<file path="config.mk">
export PLATFORM = sky130hd
export DESIGN_NAME = aps_lane
export DESIGN_NICKNAME = d
export VERILOG_FILES = /design/src/rtl/adaptive_position_smoother_defines.svh /design/src/rtl/aps_pkg.sv /design/src/rtl/aps_lane.sv
export SDC_FILE = /design/constraint.sdc
export NUM_CORES = 1
export LEC_CHECK = 0
export ABC_AREA = 1
export BUFFER_PORTS_ARGS = -buffer_cell sky130_fd_sc_hd__buf_2
export CAP_MARGIN = 15
export CORE_ASPECT_RATIO = 0.75
export CORE_MARGIN = 3
export CORE_UTILIZATION = 30
export CTS_CLUSTER_SIZE = 24
export DETAILED_ROUTE_END_ITERATION = 8
export HOLD_SLACK_MARGIN = 0.02
export PLACE_DENSITY = 0.44
export SYNTH_ARGS = -nofsm -noshare
export SYNTH_HDL_FRONTEND = slang
export SYNTH_SLANG_ARGS = --single-unit
</file>
<file path="constraint.sdc">
create_clock -name clk -period 5.7 [get_ports clk]
set_clock_uncertainty 0.2 [all_clocks]
set_input_delay 0.285 -clock clk [delete_from_list [all_inputs] [get_ports clk]]
set_output_delay 0.285 -clock clk [all_outputs]
set_load 0.02 [all_outputs]
</file>
<file path="src/rtl/adaptive_position_smoother_defines.svh">
// Assertion macros shared by the smoother RTL.
`ifndef ADAPTIVE_POSITION_SMOOTHER_DEFINES_SVH
`define ADAPTIVE_POSITION_SMOOTHER_DEFINES_SVH

// Same-cycle implication, disabled during reset.
`define APS_ASSERT_NOW(label, clk, rst, ante, cons, msg) \
  label: assert property (@(posedge clk) disable iff (rst) (ante) |-> (cons)) \
    else $error(msg);

// Next-cycle implication, disabled during reset.
`define APS_ASSERT_NEXT(label, clk, rst, ante, cons, msg) \
  label: assert property (@(posedge clk) disable iff (rst) (ante) |=> (cons)) \
    else $error(msg);

`endif

</file>
<file path="src/rtl/aps_pkg.sv">
// Types, constants and register codes of the adaptive position smoother.
package aps_pkg;

  localparam int NUM_LANES = 8;
  localparam int NUM_PAIRS = NUM_LANES / 2;
  localparam int RES_W     = 16;
  localparam int SQ_W      = 2 * RES_W - 1;
  localparam int PAIR_W    = SQ_W + 1;
  localparam int SUM_W     = SQ_W + $clog2(NUM_LANES);
  localparam int POS_W     = 32;
  localparam int DIFF_W    = POS_W + 1;
  localparam int THR_W     = 34;
  localparam int CODE_W    = 3;
  localparam int CNT_W     = 4;
  localparam int ADDR_W    = 5;
  localparam int DATA_W    = 64;
  localparam int PROD_W    = 2 * POS_W;

  // floor(u / 5) = (u * RECIP5) >> RECIP5_SHIFT for every 32-bit u
  localparam logic [POS_W-1:0] RECIP5       = 32'hCCCC_CCCD;
  localparam int               RECIP5_SHIFT = 34;
  localparam int               QUOT_W       = PROD_W - RECIP5_SHIFT;
  // -h + 4 written as ~h + 5
  localparam logic [POS_W-1:0] NEG_ROUND_BIAS = 32'd5;

  localparam logic [CNT_W-1:0] THREE_STATIONS = 4'd3;

  localparam logic [THR_W-1:0] RST_THR_VERY_GOOD = 34'd655360;
  localparam logic [THR_W-1:0] RST_THR_GOOD      = 34'd3276800;
  localparam logic [THR_W-1:0] RST_THR_AVERAGE   = 34'd6553600;

  typedef enum logic [CODE_W-1:0] {
    WC_K2  = 3'd0,
    WC_K4  = 3'd1,
    WC_K8  = 3'd2,
    WC_K16 = 3'd3,
    WC_K10 = 3'd4
  } weight_code_t;

  typedef enum logic [1:0] {
    REG_THR_VERY_GOOD = 2'd0,
    REG_THR_GOOD      = 2'd1,
    REG_THR_AVERAGE   = 2'd2
  } reg_idx_t;

  typedef enum logic [1:0] {
    SM_IDLE,
    SM_PREP,
    SM_MUL,
    SM_ADD
  } sm_state_t;

  typedef struct packed {
    logic signed [POS_W-1:0] position_x;
    logic signed [POS_W-1:0] position_y;
    logic                    first_fix;
    logic [CNT_W-1:0]        num_stations;
    logic signed [RES_W-1:0] residual_0;
    logic signed [RES_W-1:0] residual_1;
    logic signed [RES_W-1:0] residual_2;
    logic signed [RES_W-1:0] residual_3;
    logic signed [RES_W-1:0] residual_4;
    logic signed [RES_W-1:0] residual_5;
    logic signed [RES_W-1:0] residual_6;
    logic signed [RES_W-1:0] residual_7;
  } in_item_t;

  typedef struct packed {
    logic signed [POS_W-1:0] filtered_x_out;
    logic signed [POS_W-1:0] filtered_y_out;
    logic [CODE_W-1:0]       weight_code;
  } out_item_t;

  typedef struct packed {
    logic [POS_W-1:0] pos_x;
    logic [POS_W-1:0] pos_y;
    logic             first_fix;
    logic             three;
  } fix_meta_t;

  typedef struct packed {
    logic [SUM_W-1:0] sum;
    fix_meta_t        meta;
  } sum_item_t;

  typedef struct packed {
    logic [THR_W-1:0] very_good;
    logic [THR_W-1:0] good;
    logic [THR_W-1:0] average;
  } thr_set_t;

  typedef struct packed {
    logic capture;
    logic prep;
    logic mul;
    logic commit;
  } axis_ctl_t;

endpackage

</file>
<file path="src/rtl/aps_lane.sv">
// One residual lane: masked square of a station residual, registered.
module aps_lane (
  input  logic                              clk,
  input  logic                              load,
  input  logic signed [aps_pkg::RES_W-1:0]  residual,
  input  logic                              used,
  output logic [aps_pkg::SQ_W-1:0]          sq
);

  logic signed [2*aps_pkg::RES_W-1:0] sq_full;

  assign sq_full = residual * residual;

  always_ff @(posedge clk) begin
    if (load) begin
      // drop stations past the count
      sq <= used ? sq_full[aps_pkg::SQ_W-1:0] : '0;
    end
  end

endmodule

</file>
======== Word level (Yosys, flattened, before mapping) ========
Cells that the tools add are included.
cells by class
  $mul .................................... 1
operators by type and width
  cell            count
  $mul 16x16->31  1
word-level totals
  output and inout port bits .............. 31
  flip-flop bits (word level) ............. 31
  bits of input ports ..................... 19
  logic and storage cells ................. 2

======== Longest topological paths before layout ========
  depth after elaboration ................. 1
  mapped depth ............................ 28
  gate-level depth less buffers ........... 26

======== Worst setup path before layout ========
No wires, ideal clock.
  path type ............................... input -> register
  start point ............................. input port residual[15] (netlist name)
  end point ............................... register sq[30] (netlist name) (data pin)
  stages .................................. 24
  setup time .............................. 253 ps
  arrival time ............................ 5426 ps
  slack ................................... -179 ps
  data required time ...................... 5247 ps
  cell sequence ........................... clkbuf_1 clkbuf_1 nand2_1 inv_1 fa_1 fa_1 inv_1 fa_1 fa_1 inv_1 fa_1 inv_1 fa_1 inv_1 ha_1 nand2_1 nor2_2 inv_1 nor3_1 a21oi_1 nand2_1 nand2_1 nand2_1 nor2_1
between the ends
  longest elaborated chain between the ends .. 1
RTL lines
  what                  line            source
  from (decl)           aps_lane.sv:5   input logic signed [aps_pkg::RES_W-1:0] residual,
  $mul 16x16->31        aps_lane.sv:12  assign sq_full = residual * residual;
  to (signal assigned)  aps_lane.sv:17  sq <= used ? sq_full[aps_pkg::SQ_W-1:0] : '0;
  to (decl)             aps_lane.sv:7   output logic [aps_pkg::SQ_W-1:0] sq
No other way between the ends.
A chain may end at the register's enable or synchronous reset.

======== Final worst setup path ========
  start point ............................. input port residual[10] (netlist name)
  end point ............................... register sq[24] (netlist name) (data pin)
The elaborated chain is that of the path after synthesis.

==> metrics.yaml <==
worst_ep_arrival_time_ns: 5.28
mostFrequentLayoutCells: "inv_1 (430), nand2_1 (282), fa_1 (227)"
drv_cap: 0
htreeDepth: 2
cp_max_fo: 12
design_area_mm2: 0.0126
avgViaCountPerCell: 4.20
top_register: "sq"
layout_min_cycle_time_ns: 5.45
yosys_warnings: 0
slew_headroom_pct: 53.3
antenna_found_initial: 0
finalSetupViolations: 0
grt_pass1_wl_um: 45300
die_area_mm2: 0.0379
critPathBufInv: 6
drtIter0Drc: 330
track_usage_pct: 14.9
top_regs: "sq: 30 flops"
cp_common_cell: "fa_1"
core-area_mm2: 0.0349
cpPeakStageDelay_ns: 0.56
syn_inst: 1332
io_pins: 50
die_width_um: 224
final_common_cell: "inv_1"
num-fill-cells: 3746
grt_max_degree: 31
finalCritPeriodShare_pct: 95.6
clkTransAtPathRegs_ns: 0.05
drive_gt1_share_pct: 15.9
synthesis.area_mm2: 0.0107
cts.sinks: 30
die_height_um: 169
synth_cell_types: 36
tightest_slew_ns: 0.700
dpl-instance-area_mm2: 0.0123
clockBufferDepth: 2
rsz0062_at_grt: "yes"
drv_slew: 0
ctsHoldBuffers: 0
crit_required_ns: 5.53
startpoint_type: "input port"
cts_buffers: 5
final_nets: 1804
num_rows: 59
num_vias: 8094
first_pass_iters: 4
fmax_ghz: 0.184
antenna_cells: 0
area_delta_synth_final_pct: 17.5
largest_reg_flops: 30
drc: 0
routedWlPerCell_um: 13.7
syn-mean-instance-area_um2: 8.02
cp_cell_sequence: "clkbuf_4, nand2_1, inv_1, fa_1, inv_1, fa_1, inv_1, fa_1, fa_1, inv_1, fa_1, fa_1, inv_1, ha_2, nand2_1, nand2_1, a21oi_2, nor2_1, o21ai_1, nand3_1, nor2_1, nor2_1"
cpLargestDelayFamily: "adder cells"
finalHoldViolCount: 0
end_kind: "flop"
cts_tree: "built"
gp_congestion: 0.826
status: "finished clean"
worstSetupPathType: "input port to flop"
multi_input_area_mm2: 0.00810
post_cts_buffers: 0
root_buffer: "clkbuf_16"
drt-total-wl_um: 26400
slowest_stage: "fa_1"
initial_core_util_pct: 30.6
yosysSeqAreaShare_pct: 8.43
port-buffer-count: 48
antenna_left: 0
gr-total-overflow: 0
ys_ff_latch: 30
synthesis.nets: 1667
first_global_vias: 8826
register_area_um2: 901
hold_class: "input port to flop"
place_hpwl_um: 24000
stage by stage:
step	utilization, %	hold WS [ns]	instances	worst slack, ns	TNS, ns
3_5_place_dp	35.1	0.529	1919	-0.232	-1.70
6_report	36.0	0.357	1927	0.251	0
3_3_place_gp	35.1	0.529	1919	-0.203	-1.78
4_1_cts	35.5	0.362	1927	0.0612	0
2_1_floorplan	-	0.197	1332	0.0565	0
5_1_grt	36.0	0.403	1927	-0.0279	-0.0279
synth_stat cells:
cell      instances  area share, %
xnor2_1           7           0.57
ha_1             87             10
nand3b_1          1          0.070
a31o_2            2           0.16
fa_1            229             43
o21ai_1           6           0.28
edfxtp_1         30            8.4
nand2_1         284             10
nand3_1          28            1.3
nand4_1           9           0.53
nand2_2           8           0.47
o21a_1            3           0.21
nor2_2           12           0.70
nor3_2            1          0.094
or2_2             3           0.18
xor2_1           12           0.98
conb_1            1          0.035
a21oi_2           3           0.25
mux2_2            1           0.11
and2_1            1          0.059
clkinv_1          1          0.035
a21o_1            1          0.070
o21bai_1          5           0.35
inv_1           432             15
nand3_2           2           0.19
buf_4             1          0.070
buf_2             4           0.19
and2_4            1          0.082
clkbuf_1         31            1.1
a21oi_1          36            1.7
o21ai_0          13           0.61
o21ai_2           1          0.082
nor2_4            2           0.21
nor2_1           63            2.2
inv_2             6           0.21
nor3_1            5           0.23
repair_timing:
item,4_1_cts,5_1_grt
endpoints found under the setup margin,0,16
resized for setup,0,42
hold endpoints to repair,0,0
path summary, 6_finish.rpt:
check                        start              endpoint  slack (ns)  cells past startpoint
worst max-delay path  residual[10]  sq[24]$_SDFFCE_PN0P_        0.25                     22
worst min-delay path   residual[0]   sq[0]$_SDFFCE_PN0P_        0.36                      4
cell families after synthesis:
kind of cell / Yosys count / synth area share, %
buf+inv: 475 / 16.8
simple gates: 420 / 16.3
fa+ha+maj: 316 / 53.1
compound gates: 70 / 3.70
flops: 30 / 8.43
xor+xnor: 19 / 1.56
other cells: 1 / 0.0351
mux: 1 / 0.105
routing by layer:
| metal | routed length [um] | GRT usage [%] | up-vias | share of wire (%) |
|---|---|---|---|---|
| li1 | - | - | 4065 | - |
| met1 | 13700 | 22.0 | 3960 | 52 |
| met2 | 12200 | 25.3 | 63 | 46 |
| met3 | 409 | 1.07 | 6 | 1.6 |
| met4 | 66 | 0.695 | 0 | 0.25 |
| met5 | 0 | 0 | - | 0 |
final cells by class:
cell class	instances	area share, %
Inverter	439	13.2
Clock inverter	3	0.0897
Clock buffer	5	0.996
Multi-Input combinational cell	827	64.5
Tap cell	457	4.55
Sequential cell	30	7.17
Timing Repair Buffer	166	9.50
Power is left out: the tool's default activity adds up to more than one toggle a clock period on the data nets, which glitch-free logic cannot reach.
