### src/rtl/adaptive_position_smoother_defines.svh
// Assertion macros shared by the smoother RTL.
`ifndef ADAPTIVE_POSITION_SMOOTHER_DEFINES_SVH
`define ADAPTIVE_POSITION_SMOOTHER_DEFINES_SVH

// Same-cycle implication, disabled during reset.
`define APS_ASSERT_NOW(label, clk, rst, ante, cons, msg) \
  label: assert property (@(posedge clk) disable iff (rst) (ante) |-> (cons)) \
    else $error(msg);

// Next-cycle implication, disabled during reset.
`define APS_ASSERT_NEXT(label, clk, rst, ante, cons, msg) \
  label: assert property (@(posedge clk) disable iff (rst) (ante) |=> (cons)) \
    else $error(msg);

`endif

### src/rtl/aps_pkg.sv
// Types, constants and register codes of the adaptive position smoother.
package aps_pkg;

  localparam int NUM_LANES = 8;
  localparam int NUM_PAIRS = NUM_LANES / 2;
  localparam int RES_W     = 16;
  localparam int SQ_W      = 2 * RES_W - 1;
  localparam int PAIR_W    = SQ_W + 1;
  localparam int SUM_W     = SQ_W + $clog2(NUM_LANES);
  localparam int POS_W     = 32;
  localparam int DIFF_W    = POS_W + 1;
  localparam int THR_W     = 34;
  localparam int CODE_W    = 3;
  localparam int CNT_W     = 4;
  localparam int ADDR_W    = 5;
  localparam int DATA_W    = 64;
  localparam int PROD_W    = 2 * POS_W;

  // floor(u / 5) = (u * RECIP5) >> RECIP5_SHIFT for every 32-bit u
  localparam logic [POS_W-1:0] RECIP5       = 32'hCCCC_CCCD;
  localparam int               RECIP5_SHIFT = 34;
  localparam int               QUOT_W       = PROD_W - RECIP5_SHIFT;
  // -h + 4 written as ~h + 5
  localparam logic [POS_W-1:0] NEG_ROUND_BIAS = 32'd5;

  localparam logic [CNT_W-1:0] THREE_STATIONS = 4'd3;

  localparam logic [THR_W-1:0] RST_THR_VERY_GOOD = 34'd655360;
  localparam logic [THR_W-1:0] RST_THR_GOOD      = 34'd3276800;
  localparam logic [THR_W-1:0] RST_THR_AVERAGE   = 34'd6553600;

  typedef enum logic [CODE_W-1:0] {
    WC_K2  = 3'd0,
    WC_K4  = 3'd1,
    WC_K8  = 3'd2,
    WC_K16 = 3'd3,
    WC_K10 = 3'd4
  } weight_code_t;

  typedef enum logic [1:0] {
    REG_THR_VERY_GOOD = 2'd0,
    REG_THR_GOOD      = 2'd1,
    REG_THR_AVERAGE   = 2'd2
  } reg_idx_t;

  typedef enum logic [1:0] {
    SM_IDLE,
    SM_PREP,
    SM_MUL,
    SM_ADD
  } sm_state_t;

  typedef struct packed {
    logic signed [POS_W-1:0] position_x;
    logic signed [POS_W-1:0] position_y;
    logic                    first_fix;
    logic [CNT_W-1:0]        num_stations;
    logic signed [RES_W-1:0] residual_0;
    logic signed [RES_W-1:0] residual_1;
    logic signed [RES_W-1:0] residual_2;
    logic signed [RES_W-1:0] residual_3;
    logic signed [RES_W-1:0] residual_4;
    logic signed [RES_W-1:0] residual_5;
    logic signed [RES_W-1:0] residual_6;
    logic signed [RES_W-1:0] residual_7;
  } in_item_t;

  typedef struct packed {
    logic signed [POS_W-1:0] filtered_x_out;
    logic signed [POS_W-1:0] filtered_y_out;
    logic [CODE_W-1:0]       weight_code;
  } out_item_t;

  typedef struct packed {
    logic [POS_W-1:0] pos_x;
    logic [POS_W-1:0] pos_y;
    logic             first_fix;
    logic             three;
  } fix_meta_t;

  typedef struct packed {
    logic [SUM_W-1:0] sum;
    fix_meta_t        meta;
  } sum_item_t;

  typedef struct packed {
    logic [THR_W-1:0] very_good;
    logic [THR_W-1:0] good;
    logic [THR_W-1:0] average;
  } thr_set_t;

  typedef struct packed {
    logic capture;
    logic prep;
    logic mul;
    logic commit;
  } axis_ctl_t;

endpackage

### src/rtl/aps_axis.sv
// One coordinate of the smoother: stored position and its update datapath.
module aps_axis (
  input  logic                          clk,
  input  logic                          rst,
  input  aps_pkg::axis_ctl_t            ctl,
  input  logic [aps_pkg::POS_W-1:0]     fix,
  input  logic                          first_fix,
  input  aps_pkg::weight_code_t         code,
  output logic [aps_pkg::POS_W-1:0]     filtered
);

  logic [aps_pkg::POS_W-1:0]  fix_q;
  logic [aps_pkg::DIFF_W-1:0] diff;
  logic [aps_pkg::POS_W-1:0]  step;
  logic [aps_pkg::POS_W-1:0]  mag;
  logic                       neg;
  logic [aps_pkg::PROD_W-1:0] prod;

  logic [aps_pkg::DIFF_W-1:0] shifted;
  logic [aps_pkg::POS_W-1:0]  half;
  logic [aps_pkg::QUOT_W-1:0] quot;
  logic [aps_pkg::POS_W-1:0]  q_ext;
  logic [aps_pkg::POS_W-1:0]  op;
  logic [aps_pkg::POS_W-1:0]  smooth;

  always_comb begin
    case (code)
      aps_pkg::WC_K2:  shifted = $unsigned($signed(diff) >>> 1);
      aps_pkg::WC_K4:  shifted = $unsigned($signed(diff) >>> 2);
      aps_pkg::WC_K8:  shifted = $unsigned($signed(diff) >>> 3);
      aps_pkg::WC_K16: shifted = $unsigned($signed(diff) >>> 4);
      default:         shifted = '0;
    endcase
  end

  // floor(d/10) = floor(floor(d/2)/5); negative halves go through -floor((4-h)/5)
  assign half  = diff[aps_pkg::DIFF_W-1:1];
  assign quot  = prod[aps_pkg::PROD_W-1:aps_pkg::RECIP5_SHIFT];
  assign q_ext = aps_pkg::POS_W'(quot);

  always_comb begin
    if (code == aps_pkg::WC_K10) begin
      op = neg ? ~q_ext : q_ext;
    end else begin
      op = step;
    end
    smooth = filtered + op + aps_pkg::POS_W'(neg && (code == aps_pkg::WC_K10));
  end

  always_ff @(posedge clk) begin
    if (ctl.capture) begin
      diff  <= {fix[aps_pkg::POS_W-1], fix} - {filtered[aps_pkg::POS_W-1], filtered};
      fix_q <= fix;
    end
    if (ctl.prep) begin
      step <= shifted[aps_pkg::POS_W-1:0];
      neg  <= half[aps_pkg::POS_W-1];
      mag  <= half[aps_pkg::POS_W-1] ? (~half + aps_pkg::NEG_ROUND_BIAS) : half;
    end
    if (ctl.mul) begin
      prod <= mag * aps_pkg::RECIP5;
    end
  end

  always_ff @(posedge clk) begin
    if (rst) begin
      filtered <= '0;
    end else if (ctl.commit) begin
      filtered <= first_fix ? fix_q : smooth;
    end
  end

endmodule

### src/rtl/aps_smoother.sv
// Weight selection, sequencing of the x/y update and the result register.
module aps_smoother (
  input  logic                 clk,
  input  logic                 rst,
  input  logic                 in_valid,
  input  aps_pkg::sum_item_t   in_item,
  input  aps_pkg::thr_set_t    thr,
  input  logic                 out_stall,
  output logic                 ready,
  output logic                 out_valid,
  output aps_pkg::out_item_t   out_item
);

  aps_pkg::sm_state_t    state;
  aps_pkg::sm_state_t    state_next;
  aps_pkg::weight_code_t code;
  aps_pkg::weight_code_t code_next;
  aps_pkg::weight_code_t out_code;
  aps_pkg::axis_ctl_t    ctl;
  logic                  first_q;
  logic                  out_free;
  logic [aps_pkg::POS_W-1:0] fx;
  logic [aps_pkg::POS_W-1:0] fy;

  assign out_free = !out_valid || !out_stall;

  always_comb begin
    if (in_item.meta.three) begin
      code_next = aps_pkg::WC_K10;
    end else if (in_item.sum < thr.very_good) begin
      code_next = aps_pkg::WC_K2;
    end else if (in_item.sum < thr.good) begin
      code_next = aps_pkg::WC_K4;
    end else if (in_item.sum < thr.average) begin
      code_next = aps_pkg::WC_K8;
    end else begin
      code_next = aps_pkg::WC_K16;
    end
  end

  always_comb begin
    state_next = state;
    case (state)
      aps_pkg::SM_IDLE: if (in_valid) state_next = aps_pkg::SM_PREP;
      aps_pkg::SM_PREP: state_next = aps_pkg::SM_MUL;
      aps_pkg::SM_MUL:  state_next = aps_pkg::SM_ADD;
      aps_pkg::SM_ADD:  if (out_free) state_next = aps_pkg::SM_IDLE;
      default:          state_next = aps_pkg::SM_IDLE;
    endcase
  end

  always_comb begin
    ready       = 1'b0;
    ctl         = '0;
    case (state)
      aps_pkg::SM_IDLE: begin
        ready       = 1'b1;
        ctl.capture = in_valid;
      end
      aps_pkg::SM_PREP: ctl.prep = 1'b1;
      aps_pkg::SM_MUL:  ctl.mul = 1'b1;
      aps_pkg::SM_ADD:  ctl.commit = out_free;
      default:          ready = 1'b0;
    endcase
  end

  always_ff @(posedge clk) begin
    if (rst) begin
      state     <= aps_pkg::SM_IDLE;
      out_valid <= 1'b0;
    end else begin
      state <= state_next;
      if (ctl.commit) begin
        out_valid <= 1'b1;
      end else if (!out_stall) begin
        out_valid <= 1'b0;
      end
    end
  end

  always_ff @(posedge clk) begin
    if (ctl.capture) begin
      code    <= code_next;
      first_q <= in_item.meta.first_fix;
    end
    if (ctl.commit) begin
      out_code <= code;
    end
  end

  aps_axis u_axis_x (
    .clk       (clk),
    .rst       (rst),
    .ctl       (ctl),
    .fix       (in_item.meta.pos_x),
    .first_fix (first_q),
    .code      (code),
    .filtered  (fx)
  );

  aps_axis u_axis_y (
    .clk       (clk),
    .rst       (rst),
    .ctl       (ctl),
    .fix       (in_item.meta.pos_y),
    .first_fix (first_q),
    .code      (code),
    .filtered  (fy)
  );

  // the stored position only moves on commit, so it doubles as the result payload
  always_comb begin
    out_item.filtered_x_out = fx;
    out_item.filtered_y_out = fy;
    out_item.weight_code    = out_code;
  end

endmodule

### config.mk
export PLATFORM = sky130hd
export DESIGN_NAME = aps_smoother
export DESIGN_NICKNAME = d
export VERILOG_FILES = /design/src/rtl/adaptive_position_smoother_defines.svh /design/src/rtl/aps_pkg.sv /design/src/rtl/aps_axis.sv /design/src/rtl/aps_smoother.sv
export SDC_FILE = /design/constraint.sdc
export NUM_CORES = 2
export LEC_CHECK = 0
export ABC_AREA = 1
export BUFFER_PORTS_ARGS = -buffer_cell sky130_fd_sc_hd__buf_2
export CELL_PAD_IN_SITES_DETAIL_PLACEMENT = 1
export CELL_PAD_IN_SITES_GLOBAL_PLACEMENT = 2
export CORE_AREA = 2 2 412 414
export DETAILED_ROUTE_END_ITERATION = 8
export DIE_AREA = 0 0 414 416
export PLACE_DENSITY = 0.94
export SLEW_MARGIN = 40
export SYNTH_ARGS = -nofsm -noshare
export SYNTH_HDL_FRONTEND = slang
export SYNTH_HIERARCHICAL = 1
export SYNTH_SLANG_ARGS = --single-unit
### constraint.sdc
create_clock -name clk -period 8.75 [get_ports clk]
set_input_delay 0.875 -clock clk [delete_from_list [all_inputs] [get_ports clk]]
set_output_delay 0.875 -clock clk [all_outputs]
set_load 0.02 [all_outputs]
# Word level (Yosys, flattened, before mapping)
# Index checks and enable logic that the tools add are counted.
# totals
latchBits	0
ramBits	0
out_inout_bits	69
mem_bits_ro	0
mem_count	0
regBits	462
in_bits	206
# op_classes
n_mul	2
n_addsub	8
n_shift	0
n_reduce_logical	10
muxes	22
div_mod_pow	0
magnitude_cmp	3
n_eq_ne	10
bitwise_logic	4
# ops
cell	count
$pmux W32 S4	2
$mux W32	6
$mul A32 B32 Y64 const B	2
$lt A34 B34 Y1	3
$sub A32 B32 Y33	2
$add A32 B1 Y32	2
$add A32 B3 Y32 const B	2
$add A32 B32 Y32	2
$not A30 Y32	2
$not A32 Y32	2
$mux W31	2
$mux W1	8
$pmux W2 S4	1
$eq A3 B2 Y1 const B	2
$mux W2	3
$eq A2 B2 Y1 const B	2
$ne A2 B2 Y1 const B	2
$eq A3 B1 Y1 const B	1
$eq A3 B3 Y1 const B	1
$logic_not A3 Y1	1
$reduce_or A3 Y1	1
$eq A2 B1 Y1 const B	1
$logic_and A1 B1 Y1	2
$logic_not A1 Y1	2
5 further kinds	5

# Depth between registers and ports, before layout
# depth
depth_word	6
mapped_depth	31
depth_no_buf	30

# Hierarchy
# Netlist, hierarchy kept.
# modules_own_cells
module	cells_each	area_each_um2	instances
aps_axis (u_axis_x)	3822	31094.8	1
aps_axis (u_axis_y)	3804	30923.4	1
aps_smoother	498	3125.5	1

# Least setup slack after synthesis
# OpenSTA, ideal clock, no wires.
# synth_timing
path_type	reg2reg
start	register u_axis_x/mag[17] (netlist bit)
end	register u_axis_x/prod[63] (netlist bit), data pin
arrival_time_ns	5.858
slack_ns	2.639
setup_ns	0.252
path_stages_with_launch	24
path_buffers	0
synth_period_minus_slack_ns	6.111
path_cell_list	edfxtp_1 ha_1 inv_1 fa_1 fa_1 fa_1 inv_1 fa_1 fa_1 fa_1 inv_1 fa_1 inv_1 ha_1 a21oi_1 o21ai_0 a21oi_2 nor2_1 nor2_1 nor2_1 nor2_1 nand2_1 nand2_1 nand2_1
# synth_via
elab_chain_cells	1
# synth_rtl
item	line	rtl
start: declaration	aps_axis.sv:15	logic [aps_pkg::POS_W-1:0] mag;
start signal: assignment	aps_axis.sv:58	mag <= half[aps_pkg::POS_W-1] ? (~half + aps_pkg::NEG_ROUND_BIAS) : half;
$mul A32 B32 Y64	aps_axis.sv:61	prod <= mag * aps_pkg::RECIP5;
end signal: assignment	aps_axis.sv:61	
end: declaration	aps_axis.sv:17	logic [aps_pkg::PROD_W-1:0] prod;
# No other way between the ends.
# A chain may end at the register's enable or synchronous reset.

# Worst setup path after layout
# layout_timing
start	register u_axis_x/mag[0] (netlist bit)
end	register u_axis_x/prod[37] (netlist bit), data pin
# The elaborated chain is that of the path after synthesis.

==> impl_metrics.yaml <==
sta:
  setup_viol: 0
  max_slew_margin: 0.417
  min_period_ns: 7.54
  rsz0062_at_grt: "false"
  hold_viol: 0
  skew_ns: 0.0291
  max_freq_mhz: 133
  worst_pin_slew_ns: 0.866
  finalSetupTns_ns: 0
  min_period_over_period: 0.862
  finalMaxSlewViolations: 0
detailed_routing:
  ant_nets: 0
  drt-initial-drc-count: 3688
  vias: 56300
  routed_wirelength_um: 255000
  route.detailed.drc: 0
  vias_per_cell: 5.29
  wl_per_cell_um: 24.0
  detail_route.first_pass.iterations: 5
synth:
  syn_area_per_cell_um2: 8.02
  netlist_area_mm2: 0.0651
  async_flop_share: 0
  synth_edf_count: 325
  synth-seq-cells: 392
  synthCells: 8124
  synth_fp_nets: 10000
  ys_warn_count: 6
  ys_seq_area_frac: 0.170
  ys_types: 56
  synth-main-ff-cell: "edfxtp_1"
final_layout:
  diodes: 0
  area_growth_pct: 8.98
  nets: 10300
  drive_above_1_share: 0.0669
setup_path:
  cp_num_buf_inv: 4
  critPathMaxFanout: 9
  cp.required_ns: 9.13
  critPathCaptureType: "flip-flop"
  cpMaxStageDelayCell: "edfxtp_1"
  crit_path_start: "u_axis_x/mag[0]$_DFFE_PP_"
  crit_top_cell: "fa_1"
  critPathArrivalTime_ns: 7.92
  cp_slowest_stage_delay_ns: 0.83
  cp-start-kind: "flip-flop"
  critPathTopFamily: "adder cells"
  path_class: "reg2reg"
  crit_chain: "ha_1 -> xor2_1 -> ha_1 -> inv_1 -> fa_1 -> inv_1 -> fa_1 -> fa_1 -> fa_1 -> fa_1 -> inv_1 -> fa_1 -> inv_1 -> ha_1 -> a21oi_1 -> o21ai_0 -> a21oi_1 -> o21ai_1 -> a21oi_1 -> xnor2_1"
  reg2reg_from: "u_axis_x/mag[0]$_DFFE_PP_"
cts:
  holdBufCountCts: 0
  clk-insertion-delay-late_ns: 0.67
  path_clk_slew_ns: 0.07
  post_cts_buffers: 0
  clk_path_buf_depth: 3
  root_buffer: "clkbuf_16"
  ctsResizeCount: 0
  tritoncts: "built"
  numClockSinks: 392
  ctsHtreeMaxLevel: 2
  cts_made_buffers: 53
worst_hold_path:
  hp-start: "in_item[1]"
  hold_class: "in2reg"
placed_design:
  dp_hpwl_um: 224000
  port_buffers: 274
  gp_congestion: 1.02
global_route:
  grt-ovfl-total: 0
  grt_usage: 0.296
  antenna_found_initial: 11
  grt_pass1_vias: 61900
  grt_max_degree: 68
  grt_first_pass_wirelength_um: 384000
floorplan:
  start_util: 0.387
  num_rows: 151
  fp.dieH_um: 416
  coreArea_mm2: 0.168
  dieWidth_um: 414
  die_area_mm2: 0.172
  ios: 275
run_status:
  status: "finished, final reports clean"
run:
  maxCapViolations: 0
## area by class of cell
cell class                 count  area (um^2)
inverter                    2036         7650
clock inverter                39          429
clock buffer                  60         1370
sequential                   392        11100
timing repair buffer         299         1600
multi-input combinational   5601        46100
tap                         2218         2780
fill                       20500        97200
## logic make-up (layout without fill, tap and decap cells)
| kind of cell | Yosys count | count (layout) | synth area share |
|---|---|---|---|
| DFF | 392 | 392 | 0.170 |
| xor gates and xnor gates | 233 | 233 | 0.0313 |
| and+or+nand+nor | 2679 | 2679 | 0.169 |
| AOI/OAI and AO/OA | 988 | 988 | 0.0898 |
| buffers and inverters | 2131 | 2434 | 0.123 |
| adders and majority gates | 1701 | 1701 | 0.417 |
## per-layer routing
layer	GRT usage	vias to the layer above	wire length (um)
li1	-	25900	-
met1	0.381	28200	108000
met2	0.503	1735	121000
met3	0.0437	413	14900
met4	0.107	8	10700
met5	0	-	50
## synth_stat cells, drive strengths merged (66+ instances only)
| cell type | n | area, um^2 |
|---|---|---|
| a21oi | 453 | 2290 |
| clkbuf | 68 | 255 |
| dfxtp | 67 | 1340 |
| edfxtp | 325 | 9760 |
| fa | 780 | 15600 |
| ha | 921 | 11500 |
| inv | 2034 | 7630 |
| nand2 | 1489 | 5650 |
| nand3 | 248 | 1270 |
| nor2 | 794 | 3120 |
| nor3 | 66 | 372 |
| o21ai | 220 | 1180 |
| xor2 | 192 | 1680 |
## worst reg2reg max path, cell delays in order, from the launching register on
cell and delay, ns:
edfxtp_1 0.83, ha_1 0.43, xor2_1 0.41, ha_1 0.25, inv_1 0.07, fa_1 0.51
inv_1 0.06, fa_1 0.53, fa_1 0.53, fa_1 0.52, fa_1 0.56, inv_1 0.07
fa_1 0.55, inv_1 0.04, ha_1 0.34, a21oi_1 0.22, o21ai_0 0.20, a21oi_1 0.40
o21ai_1 0.17, a21oi_1 0.35, xnor2_1 0.20
## placed cells by master (no fill, tap or decap), types with 16 or more instances in the layout
cell and count:
dfxtp_1 67, o21bai_1 44, o21ai_0 184, ha_1 919, xnor2_1 41, xor2_1 191
a31oi_1 54, a21o_1 39, nor2_1 756, o221ai_1 61, o211ai_1 16, nor2_2 27
clkbuf_16 53, edfxtp_1 325, inv_1 1979, buf_4 19, fa_1 780, nand2_2 24
buf_2 274, a211oi_1 53, a21oi_1 448, o21ai_1 19, nand2_1 1465, nand4_1 36
nand3_1 243, inv_2 53, nor3_1 59
## flip-flops by register name, indices dropped and copies added (netlist names)
name	flops
u_axis_x/prod	30
out_code	3
u_axis_x/diff	32
u_axis_y/step	32
u_axis_y/filtered	32
u_axis_x/fix_q	32
out_valid	1
u_axis_x/mag	32
u_axis_y/diff	32
state	2
u_axis_y/mag	32
u_axis_x/filtered	32
first_q	1
code	3
u_axis_x/step	32
u_axis_y/prod	30
u_axis_y/fix_q	32
u_axis_x/neg	1
u_axis_y/neg	1
## path summary, 6_finish.rpt
check,cells after the start,slack (ns),endpoint
max,20,1.21,u_axis_x/prod[37]$_DFFE_PP_
min reg2reg,0,0.50,u_axis_x/mag[0]$_DFFE_PP_
max reg2reg,20,1.21,u_axis_x/prod[37]$_DFFE_PP_
min,1,0.40,first_q$_DFFE_PP_
## through the flow
step	utilization	cells	hold WS [ns]	instance area (um^2)	worst slack (ns)
after floorplan	-	8124	0.424	65100	2.64
after global placement	0.411	10500	0.470	69100	1.27
after detailed placement	0.411	10500	0.494	69200	1.25
after CTS	0.422	10600	0.363	71000	1.21
after global routing	0.422	10600	0.387	71000	0.958
final	0.422	10600	0.399	71000	1.21
Power is not shown: default switching activity piles up to over one toggle a cycle in this logic, so the estimate is an artifact.
