===== src/rtl/adaptive_position_smoother_defines.svh =====
// Assertion macros shared by the smoother RTL.
`ifndef ADAPTIVE_POSITION_SMOOTHER_DEFINES_SVH
`define ADAPTIVE_POSITION_SMOOTHER_DEFINES_SVH

// Same-cycle implication, disabled during reset.
`define APS_ASSERT_NOW(label, clk, rst, ante, cons, msg) \
  label: assert property (@(posedge clk) disable iff (rst) (ante) |-> (cons)) \
    else $error(msg);

// Next-cycle implication, disabled during reset.
`define APS_ASSERT_NEXT(label, clk, rst, ante, cons, msg) \
  label: assert property (@(posedge clk) disable iff (rst) (ante) |=> (cons)) \
    else $error(msg);

`endif


===== src/rtl/aps_pkg.sv =====
// Types, constants and register codes of the adaptive position smoother.
package aps_pkg;

  localparam int NUM_LANES = 8;
  localparam int NUM_PAIRS = NUM_LANES / 2;
  localparam int RES_W     = 16;
  localparam int SQ_W      = 2 * RES_W - 1;
  localparam int PAIR_W    = SQ_W + 1;
  localparam int SUM_W     = SQ_W + $clog2(NUM_LANES);
  localparam int POS_W     = 32;
  localparam int DIFF_W    = POS_W + 1;
  localparam int THR_W     = 34;
  localparam int CODE_W    = 3;
  localparam int CNT_W     = 4;
  localparam int ADDR_W    = 5;
  localparam int DATA_W    = 64;
  localparam int PROD_W    = 2 * POS_W;

  // floor(u / 5) = (u * RECIP5) >> RECIP5_SHIFT for every 32-bit u
  localparam logic [POS_W-1:0] RECIP5       = 32'hCCCC_CCCD;
  localparam int               RECIP5_SHIFT = 34;
  localparam int               QUOT_W       = PROD_W - RECIP5_SHIFT;
  // -h + 4 written as ~h + 5
  localparam logic [POS_W-1:0] NEG_ROUND_BIAS = 32'd5;

  localparam logic [CNT_W-1:0] THREE_STATIONS = 4'd3;

  localparam logic [THR_W-1:0] RST_THR_VERY_GOOD = 34'd655360;
  localparam logic [THR_W-1:0] RST_THR_GOOD      = 34'd3276800;
  localparam logic [THR_W-1:0] RST_THR_AVERAGE   = 34'd6553600;

  typedef enum logic [CODE_W-1:0] {
    WC_K2  = 3'd0,
    WC_K4  = 3'd1,
    WC_K8  = 3'd2,
    WC_K16 = 3'd3,
    WC_K10 = 3'd4
  } weight_code_t;

  typedef enum logic [1:0] {
    REG_THR_VERY_GOOD = 2'd0,
    REG_THR_GOOD      = 2'd1,
    REG_THR_AVERAGE   = 2'd2
  } reg_idx_t;

  typedef enum logic [1:0] {
    SM_IDLE,
    SM_PREP,
    SM_MUL,
    SM_ADD
  } sm_state_t;

  typedef struct packed {
    logic signed [POS_W-1:0] position_x;
    logic signed [POS_W-1:0] position_y;
    logic                    first_fix;
    logic [CNT_W-1:0]        num_stations;
    logic signed [RES_W-1:0] residual_0;
    logic signed [RES_W-1:0] residual_1;
    logic signed [RES_W-1:0] residual_2;
    logic signed [RES_W-1:0] residual_3;
    logic signed [RES_W-1:0] residual_4;
    logic signed [RES_W-1:0] residual_5;
    logic signed [RES_W-1:0] residual_6;
    logic signed [RES_W-1:0] residual_7;
  } in_item_t;

  typedef struct packed {
    logic signed [POS_W-1:0] filtered_x_out;
    logic signed [POS_W-1:0] filtered_y_out;
    logic [CODE_W-1:0]       weight_code;
  } out_item_t;

  typedef struct packed {
    logic [POS_W-1:0] pos_x;
    logic [POS_W-1:0] pos_y;
    logic             first_fix;
    logic             three;
  } fix_meta_t;

  typedef struct packed {
    logic [SUM_W-1:0] sum;
    fix_meta_t        meta;
  } sum_item_t;

  typedef struct packed {
    logic [THR_W-1:0] very_good;
    logic [THR_W-1:0] good;
    logic [THR_W-1:0] average;
  } thr_set_t;

  typedef struct packed {
    logic capture;
    logic prep;
    logic mul;
    logic commit;
  } axis_ctl_t;

endpackage


===== src/rtl/aps_merge.sv =====
// Two-stage registered adder tree that merges the lane squares into one sum.
module aps_merge (
  input  logic                                            clk,
  input  logic                                            rst,
  input  logic                                            in_valid,
  input  logic [aps_pkg::NUM_LANES-1:0][aps_pkg::SQ_W-1:0] sq,
  input  aps_pkg::fix_meta_t                              meta,
  input  logic                                            take,
  output logic                                            ready,
  output logic                                            out_valid,
  output aps_pkg::sum_item_t                              out_item
);

  logic [aps_pkg::NUM_PAIRS-1:0][aps_pkg::PAIR_W-1:0] pair;
  aps_pkg::fix_meta_t                                 meta1;
  logic                                               v1;
  logic                                               en1;
  logic                                               en2;
  logic [aps_pkg::SUM_W-1:0]                          total;

  assign en2   = !out_valid || take;
  assign en1   = !v1 || en2;
  assign ready = en1;

  always_comb begin
    total = '0;
    for (int p = 0; p < aps_pkg::NUM_PAIRS; p++) begin
      total = total + aps_pkg::SUM_W'(pair[p]);
    end
  end

  always_ff @(posedge clk) begin
    if (rst) begin
      v1        <= 1'b0;
      out_valid <= 1'b0;
    end else begin
      if (en1) v1 <= in_valid;
      if (en2) out_valid <= v1;
    end
  end

  always_ff @(posedge clk) begin
    if (en1 && in_valid) begin
      for (int p = 0; p < aps_pkg::NUM_PAIRS; p++) begin
        pair[p] <= {1'b0, sq[2*p]} + {1'b0, sq[2*p+1]};
      end
      meta1 <= meta;
    end
    if (en2 && v1) begin
      out_item.sum  <= total;
      out_item.meta <= meta1;
    end
  end

endmodule


===== config.mk =====
export PLATFORM = sky130hd
export DESIGN_NAME = aps_merge
export DESIGN_NICKNAME = d
export VERILOG_FILES = /design/src/rtl/adaptive_position_smoother_defines.svh /design/src/rtl/aps_pkg.sv /design/src/rtl/aps_merge.sv
export SDC_FILE = /design/constraint.sdc
export NUM_CORES = 1
export LEC_CHECK = 0
export ABC_AREA = 1
export BUFFER_PORTS_ARGS = -buffer_cell sky130_fd_sc_hd__buf_4
export CAP_MARGIN = 30
export CELL_PAD_IN_SITES_DETAIL_PLACEMENT = 1
export CELL_PAD_IN_SITES_GLOBAL_PLACEMENT = 1
export CORE_ASPECT_RATIO = 0.7
export CORE_MARGIN = 5
export CORE_UTILIZATION = 42
export DETAILED_ROUTE_END_ITERATION = 7
export PLACE_DENSITY_LB_ADDON = 0.1
export SLEW_MARGIN = 20
export SYNTH_ARGS = -nofsm -noshare
export SYNTH_HDL_FRONTEND = slang
export SYNTH_SLANG_ARGS = --single-unit

===== constraint.sdc =====
create_clock -name clk -period 6.74 [get_ports clk]
set_input_delay 0.337 -clock clk [delete_from_list [all_inputs] [get_ports clk]]
set_output_delay 0.337 -clock clk [all_outputs]
set_load 0.1 [all_outputs]

Word-level counts from Yosys, hierarchy flattened

Index checks and enable logic that the tools add are counted.

$add $sub $neg: 7
Reduce and logical (&&, ||, !) cells: 6

Operator list:

| operator          | count |
|---|---|
| $add 31x31->32    | 4 |
| $add 33x32->34    | 1 |
| $add 34x32->34    | 1 |
| $add 32x32->33    | 1 |
| $logic_and 1x1->1 | 2 |
| $logic_not 1->1   | 2 |
| $logic_or 1x1->1  | 2 |

Register bits after elaboration: 296
Output and inout port bits: 102
Word-level logic and storage cells: 28

Depth between registers and ports, before layout

Gate-level depths: netlist of run 1.

Depth after elaboration: 4
Mapped depth: 16
Depth with buffers taken out: 16

Worst setup path after synthesis of run 1

OpenSTA, ideal clock, no wires.

Path kind: reg2reg
From: reg out_valid
To: reg out_item[0] (netlist bit) (enable)
Path slack: 0.476 ns
Period minus slack after synthesis: 6.264 ns
Cell stages (with the launch flop): 2
Data arrival time: 5.673 ns
Setup time: 0.591 ns
Path through: dfxtp_1 > a21oi_1

Longest elaborated chain between the ends: 3

RTL lines:

| element                | line            | RTL |
|---|---|---|
| from (decl)            | aps_merge.sv:10 | `output logic out_valid,` |
| from (signal assigned) | aps_merge.sv:38 | `if (en2) out_valid <= v1;` |
| $logic_not 1->1        | aps_merge.sv:21 | `assign en2 = !out_valid \|\| take;` |
| $logic_or 1x1->1       | aps_merge.sv:21 |  |
| $logic_and 1x1->1      | aps_merge.sv:49 | `if (en2 && v1) begin` |
| to (decl)              | aps_merge.sv:11 | `output aps_pkg::sum_item_t out_item` |

Every way passes these cells.
A chain may end at the register's enable or synchronous reset.

Worst setup path after layout of run 1

From: reg pair[1] (netlist bit)
To: reg out_item[95] (netlist bit), data pin

Longest elaborated chain between the ends: 3

RTL lines:

| element                           | line            | RTL |
|---|---|---|
| from (decl)                       | aps_merge.sv:14 | `logic [aps_pkg::NUM_PAIRS-1:0][aps_pkg::PAIR_W-1:0] pair;` |
| from (signal, indexed assignment) | aps_merge.sv:45 | `pair[p] <= {1'b0, sq[2*p]} + {1'b0, sq[2*p+1]};` |
| $add 32x32->33                    | aps_merge.sv:28 | `total = total + aps_pkg::SUM_W'(pair[p]);` |
| $add 33x32->34                    | aps_merge.sv:28 |  |
| $add 34x32->34                    | aps_merge.sv:28 |  |
| named net total, one bit          | aps_merge.sv:19 | `logic [aps_pkg::SUM_W-1:0] total;` |

The timed path passes the listed nets, and every way through them passes these cells.

==> flow_summary.ini, run 1 <==
[outcome]
outcome = finished, final reports clean

[place]
hpwl_um = 65100
post_dp_cell_area_mm2 = 0.0266
routabilityCongestion = 0.927
portBuffers = 419

[routing]
vias = 20700
drc = 0
drtIter0Drc = 1406
wire_per_inst_um = 19.4
drtPass1Iterations = 7
drt-total-wl_um = 82500
antenna_left = 0
viasPerCell = 4.85

[setup_path]
critical_path.max_fanout = 4
max_stage_delay_ps = 540
path_cells = inv_1, fa_1, inv_1, fa_1, ha_1, fa_1, nand3_1, nand3_1, nand2_1, nand2_2, nand2_1, nand2_2, nand2_1, nand2_1, nand2_1, nand2_1
critPathBufInv = 2
crit_family = adder cells
worstPathArrival_ps = 3730
cpMaxStageDelayCell = fa_1
worstRegToRegCells = 16
path_common_cell = nand2_1
ff2ff_setup_slack_ps = 3370
cp.required_ps = 7110
critPathCaptureType = register
cp-start-kind = register
critPathKind = reg2reg
r2r_end = out_item[95]$_DFFE_PP_
r2r_start = pair[1]$_DFFE_PP_

[synth]
muxShareOfSynthArea_pct = 0
synthCells = 2987
synth_compound_area_share_pct = 3.24
synthesis.nets = 3530
syn_avg_cell_area_um2 = 7.53
yosys_warnings = 0
synth_xor_area_share_pct = 2.76
yosys.area_share.adder_pct = 14.8
ys_seq_area_share_pct = 39.4
syn_area_mm2 = 0.0225
yosys.area_share.simple_pct = 27.4
synth-seq-cells = 296
synth_cell_types = 23
synth_top_family_by_area = simple AND/OR/NAND/NOR gates

[min_path]
timing.hold.worst_path_depth = 2
hp-start = sq[217]
hp-class = in2reg
min_to = pair[96]$_DFFE_PP_

[global_routing]
grt_pass1_wl_um = 124000
antenna_found_initial = 3
busiest_layer = met2
grt_pass1_vias = 21500
grt_use_total_pct = 27.3
grt_util_met3_pct = 3.84
met1_usage_pct = 37.9
overflow = 0
grtUsageMet2_pct = 45.2
grt_max_degree = 109

[die]
pin_count = 420
fp.dieH_um = 204
initial_core_util_pct = 42.1
std_cell_rows = 71
coreArea_mm2 = 0.0534
die_area_mm2 = 0.0584
die_x_um = 287

[timing]
max_freq_ghz = 0.297
clock_skew_ps = 31.1
finalCritPeriodShare_pct = 50.0
final_period_minus_worst_setup_slack_ps = 3370
drv_slew = 0
holdWs_ps = 79.6
rsz0062_at_grt = no
tightestPinTransition_ps = 814
finalSetupViolCount = 0
tns_ps = 0
finalHoldViolCount = 0
slew_headroom_pct = 45.7

[pwr]
total_leakage_power_nw = 15.6
design_power_total_mw = 9.34
powerDensity_mw_per_mm2 = 330
ir_drop_uv = 204

[finish]
mostFrequentLayoutCell = nand2_1
final_cell_mix = 1084 x nand2_1, 742 x inv_1, 421 x buf_4, 294 x edfxtp_1, 183 x nor2_1
post-route-util_pct = 53.1
design_area_mm2 = 0.0283
drive_above_1_share_pct = 15.0
num-nets-final = 4053
syn_to_final_growth_pct = 25.9
n_antenna_cell = 0

[clocking]
cts_tree = done
clk_latency_ps = 610
cts_made_buffers = 30
cts_resized = 0
root_buffer = clkbuf_16
clockBufferDepth = 3
htreeDepth = 1
clk_pin_slew_ps = 80
cts_sinks = 296

[run]
max_cap_violations = 0
[cell usage after synthesis]
library cell  count  area share, %
o21bai_1         12           0.40
xnor2_1           5           0.19
edfxtp_1        294             39
o21ai_0           5           0.11
dfxtp_1           2           0.18
nand2_1        1084             18
nor3_1           22           0.49
a21o_1            5           0.17
ha_1            157            8.7
nand2_2          33           0.92
nand4_1          24           0.67
a21oi_1         113            2.5
inv_1           743             12
nand3b_1          4           0.13
o21bai_2          1          0.050
nor2_2           16           0.44
nor3b_1           5           0.17
nand3_1         135            3.0
fa_1             68            6.1
nand3_2           9           0.40
nor2_1          183            3.1
xor2_1           66            2.6
or2_1             1          0.028
[metrics by stage]
| step | std cells | setup slack [ps] |
|---|---|---|
| 2_1_floorplan | 2987 | 476 |
| 3_3_place_gp | 4138 | 3580 |
| 3_5_place_dp | 4140 | 3460 |
| 4_1_cts | 4263 | 3390 |
| 5_1_grt | 4264 | 3170 |
| 6_report | 4264 | 3370 |
[state kept, by name, summed over array words and instances (netlist names)]
name       count
meta1         66
out_item     100
out_valid      1
pair         128
v1             1
[power breakdown]
group | internal (mW) | total (mW) | switching, mW
clock network | 0.975 | 1.77 | 0.796
logic | 1.45 | 5.02 | 3.58
registers | 2.44 | 2.55 | 0.110
[cell type report]
type / count / area (um^2)
fill: 6737 / 25100
multi-input combinational: 1948 / 10900
sequential: 296 / 8870
timing repair buffer: 491 / 3910
inverter: 743 / 2790
tap: 730 / 913
clock buffer: 34 / 766
clock inverter: 22 / 235
[worst register-to-register path: cells and delay by family (launching register included)]
family	cells	cell delay, ps
flops	1	330
simple gates	10	900
fa+ha+maj	4	1800
buf+inv	2	130
[timing repair]
action / 4_1_cts / 5_1_grt
hold buffers: 67 / 0
setup buffers: 0 / 0
endpoints found under the hold margin: 68 / 0
[cells by family (layout without fill, tap and decap cells)]
kind of cell               count (synthesis)  in the layout
buffers and inverters                    743           1290
adders and majority gates                225            225
DFF                                      296            296
AOI/OAI and AO/OA                        136            136
and+or+nand+nor                         1516           1516
xor gates and xnor gates                  71             71
[how the worst max path moves through the flow]
stage          cells past startpoint                    from                      to  slack, ps
2_1_floorplan                      1  out_valid$_SDFFE_PP0P_   out_item[0]$_DFFE_PP_        480
3_3_place_gp                      16       pair[1]$_DFFE_PP_  out_item[95]$_DFFE_PP_       3580
3_5_place_dp                      16       pair[1]$_DFFE_PP_  out_item[95]$_DFFE_PP_       3460
4_1_cts                           16       pair[1]$_DFFE_PP_  out_item[95]$_DFFE_PP_       3390
5_1_grt                           16       pair[1]$_DFFE_PP_  out_item[95]$_DFFE_PP_       3170
6_report                          16       pair[1]$_DFFE_PP_  out_item[95]$_DFFE_PP_       3370
[layer usage]
| layer | vias to the layer above | part of all wire (%) |
|---|---|---|
| met5 | - | 0 |
| met4 | 0 | 3.1 |
| met3 | 123 | 6.2 |
| met2 | 602 | 46 |
| met1 | 9808 | 45 |
| li1 | 10200 | - |
No activity file was read; power rests on OpenSTA's default activity.
==> inputs of run 2 (changes only) <==
==> constraint.sdc (replaced) <==
create_clock -name clk -period 3.2 [get_ports clk]
set_input_delay 0.16 -clock clk [delete_from_list [all_inputs] [get_ports clk]]
set_output_delay 0.16 -clock clk [all_outputs]
set_load 0.1 [all_outputs]
==> run 2 against run 1 <==
  * Critical path depth is 4 lower
  * First-iteration DRC count increased by 2.1%
  * Non-clock buffer count increased by 10
  * Highest routed layer is now met5
  * Sequential share of layout area decreased by 0.17 points
  * Largest cell class unchanged
  * Total power up 110%
  * Count of clock-buffer cells in the layout shrank 2
  * Maximum frequency grew 6.3%
  * Via count rose by 0.11%
  * Worst setup slack worse by 3300 ps
  * Cell count increased by 0.12%
==> flow_summary.ini, run 2 (synthesized netlist as in run 1, its figures left out) <==
[outcome]
outcome = finished, final reports clean

[pwr]
intPower_mw = 10.4
powerDensity_mw_per_mm2 = 696
power_frac_clock_pct = 18.6
swShare_pct = 47.7
ir_drop_uv = 512
switchingPower_mw = 9.47
p_comb_share_pct = 54.4
design_power_total_mw = 19.8
p_seq_share_pct = 27.0
total_leakage_power_nw = 15.6

[place]
routabilityCongestion = 0.910
post_dp_cell_area_mm2 = 0.0267
hpwl_um = 64700
portBuffers = 419

[setup_path]
worstRegToRegCells = 12
critical_path.max_fanout = 5
max_stage_delay_ps = 490
path_cells = inv_1, fa_1, fa_1, inv_1, ha_1, nand2_1, nor2_2, nand2_1, nor2_1, nand2_2, nand4_1, nand2_1
critPathCaptureType = register
cp.required_ps = 3520
worstPathArrival_ps = 3490
cpMaxStageDelayCell = fa_1
cp-start-kind = register
path_common_cell = nand2_1
critPathKind = reg2reg

[timing]
finalCritPeriodShare_pct = 99.0
finalHoldViolCount = 0
max_freq_ghz = 0.316
clock_skew_ps = 19.2
final_period_minus_worst_setup_slack_ps = 3170
drv_slew = 0
slew_headroom_pct = 43.2
tightestPinTransition_ps = 852
finalSetupViolCount = 0
rsz0062_at_grt = yes

[routing]
viasPerCell = 4.85
vias = 20700
drtPass1Iterations = 5
wire_per_inst_um = 19.0
drtIter0Drc = 1435
drc = 0
drt-total-wl_um = 81200
antenna_left = 0

[global_routing]
overflow = 0
grt_pass1_vias = 21800
grt_pass1_wl_um = 123000
grt_use_total_pct = 26.9
antenna_found_initial = 1
grt_max_degree = 100

[die]
die_x_um = 287
fp.dieH_um = 204
initial_core_util_pct = 42.1
pin_count = 420
die_area_mm2 = 0.0584
coreArea_mm2 = 0.0534
std_cell_rows = 71

[finish]
final_cell_mix = 1078 x nand2_1, 742 x inv_1, 426 x buf_4, 294 x edfxtp_1, 178 x nor2_1
n_antenna_cell = 0
design_area_mm2 = 0.0285
reg_top3 = pair x128, out_item x100, meta1 x66
largest_reg_flops = 128
drive_above_1_share_pct = 16.1
num-nets-final = 4062
fillers = 6727
post-route-util_pct = 53.4
largest-register = pair
syn_to_final_growth_pct = 26.7
mostFrequentLayoutCell = nand2_1

[clocking]
htreeDepth = 1
cts_tree = done
clockBufferDepth = 3
clk_pin_slew_ps = 70
cts_made_buffers = 29
cts_sinks = 296
clk_latency_ps = 580
root_buffer = clkbuf_16

[min_path]
hp-class = in2reg
timing.hold.worst_path_depth = 4

[run]
max_cap_violations = 0
-- run 2: changes by cell type in the layout (fill, tap and decap cells not counted), moves of 5 or more --
cell,previous run,this run
clkinv_2,9,4
buf_4,421,426
ha_1,157,145
nand2_1,1084,1078
nor2_2,16,21
ha_2,0,11
a21oi_1,112,106
dlygate4sd3_1,67,73
nor2_1,183,178
nand2_2,33,38
a21oi_2,0,6
-- run 2: worst paths after layout --
path | from | endpoint | slack (ps)
max | pair[24]$_DFFE_PP_ | out_item[93]$_DFFE_PP_ | 30
min | sq[123] | pair[63]$_DFFE_PP_ | 10
max reg2reg | pair[24]$_DFFE_PP_ | out_item[93]$_DFFE_PP_ | 30
min reg2reg | meta1[28]$_DFFE_PP_ | out_item[28]$_DFFE_PP_ | 420
-- run 2: power by group through the flow --
| stage | Combinational [mW] | Clock [mW] | Sequential (mW) |
|---|---|---|---|
| 2_1_floorplan | 5.27 | 0 | 7.00 |
| 3_3_place_gp | 9.70 | 0 | 5.38 |
| 3_5_place_dp | 10.1 | 0 | 5.42 |
| 4_1_cts | 10.3 | 3.61 | 5.35 |
| 5_1_grt | 11.8 | 3.89 | 5.40 |
| 6_report | 10.8 | 3.68 | 5.37 |
-- run 2: layout make-up --
cell class	count	area, um^2	share of cell area (%)
inverters	743	2790	9.80
clock inverters	19	229	0.803
multi-input cells	1948	11000	38.6
flip-flops and latches	296	8870	31.1
clock buffers	32	737	2.59
well taps	730	913	3.20
repair buffers	501	3970	13.9
-- run 2: what timing repair did --
action                     in CTS  in global routing
setup buffers                   0                  2
cloned                          0                  0
resized for setup               2                 34
setup endpoints to repair       2                 17
hold buffers                   73                  0
hold endpoints to repair       70                  0
pin swaps                       0                  1
-- run 2: critical path, delay by kind of cell, from the launching register on --
kind,cells,cell delay [ps]
simple gates,7,960
buf+inv,2,190
flops,1,370
fa+ha+maj,3,1370
-- run 2: layer usage --
layer	part of all wire, %	up-vias	global-route usage, %
met5	0.015	-	0
met2	47	576	45.4
met3	5.8	97	3.46
met1	45	9868	37.3
met4	2.7	2	6.30
li1	-	10200	-
-- run 2: stage by stage --
| step | setup TNS, ps | hold slack (ps) | setup slack [ps] | instances |
|---|---|---|---|---|
| after CTS | 0 | 5.47 | 10.1 | 4267 |
| after global routing | -312 | 27.4 | -89.5 | 4269 |
| final | 0 | 13.0 | 32.4 | 4269 |
| after detailed placement | -0.833 | 322 | -0.833 | 4143 |
| after floorplan | -272620 | 219 | -1160 | 2987 |
| after global placement | 0 | 321 | 109 | 4143 |
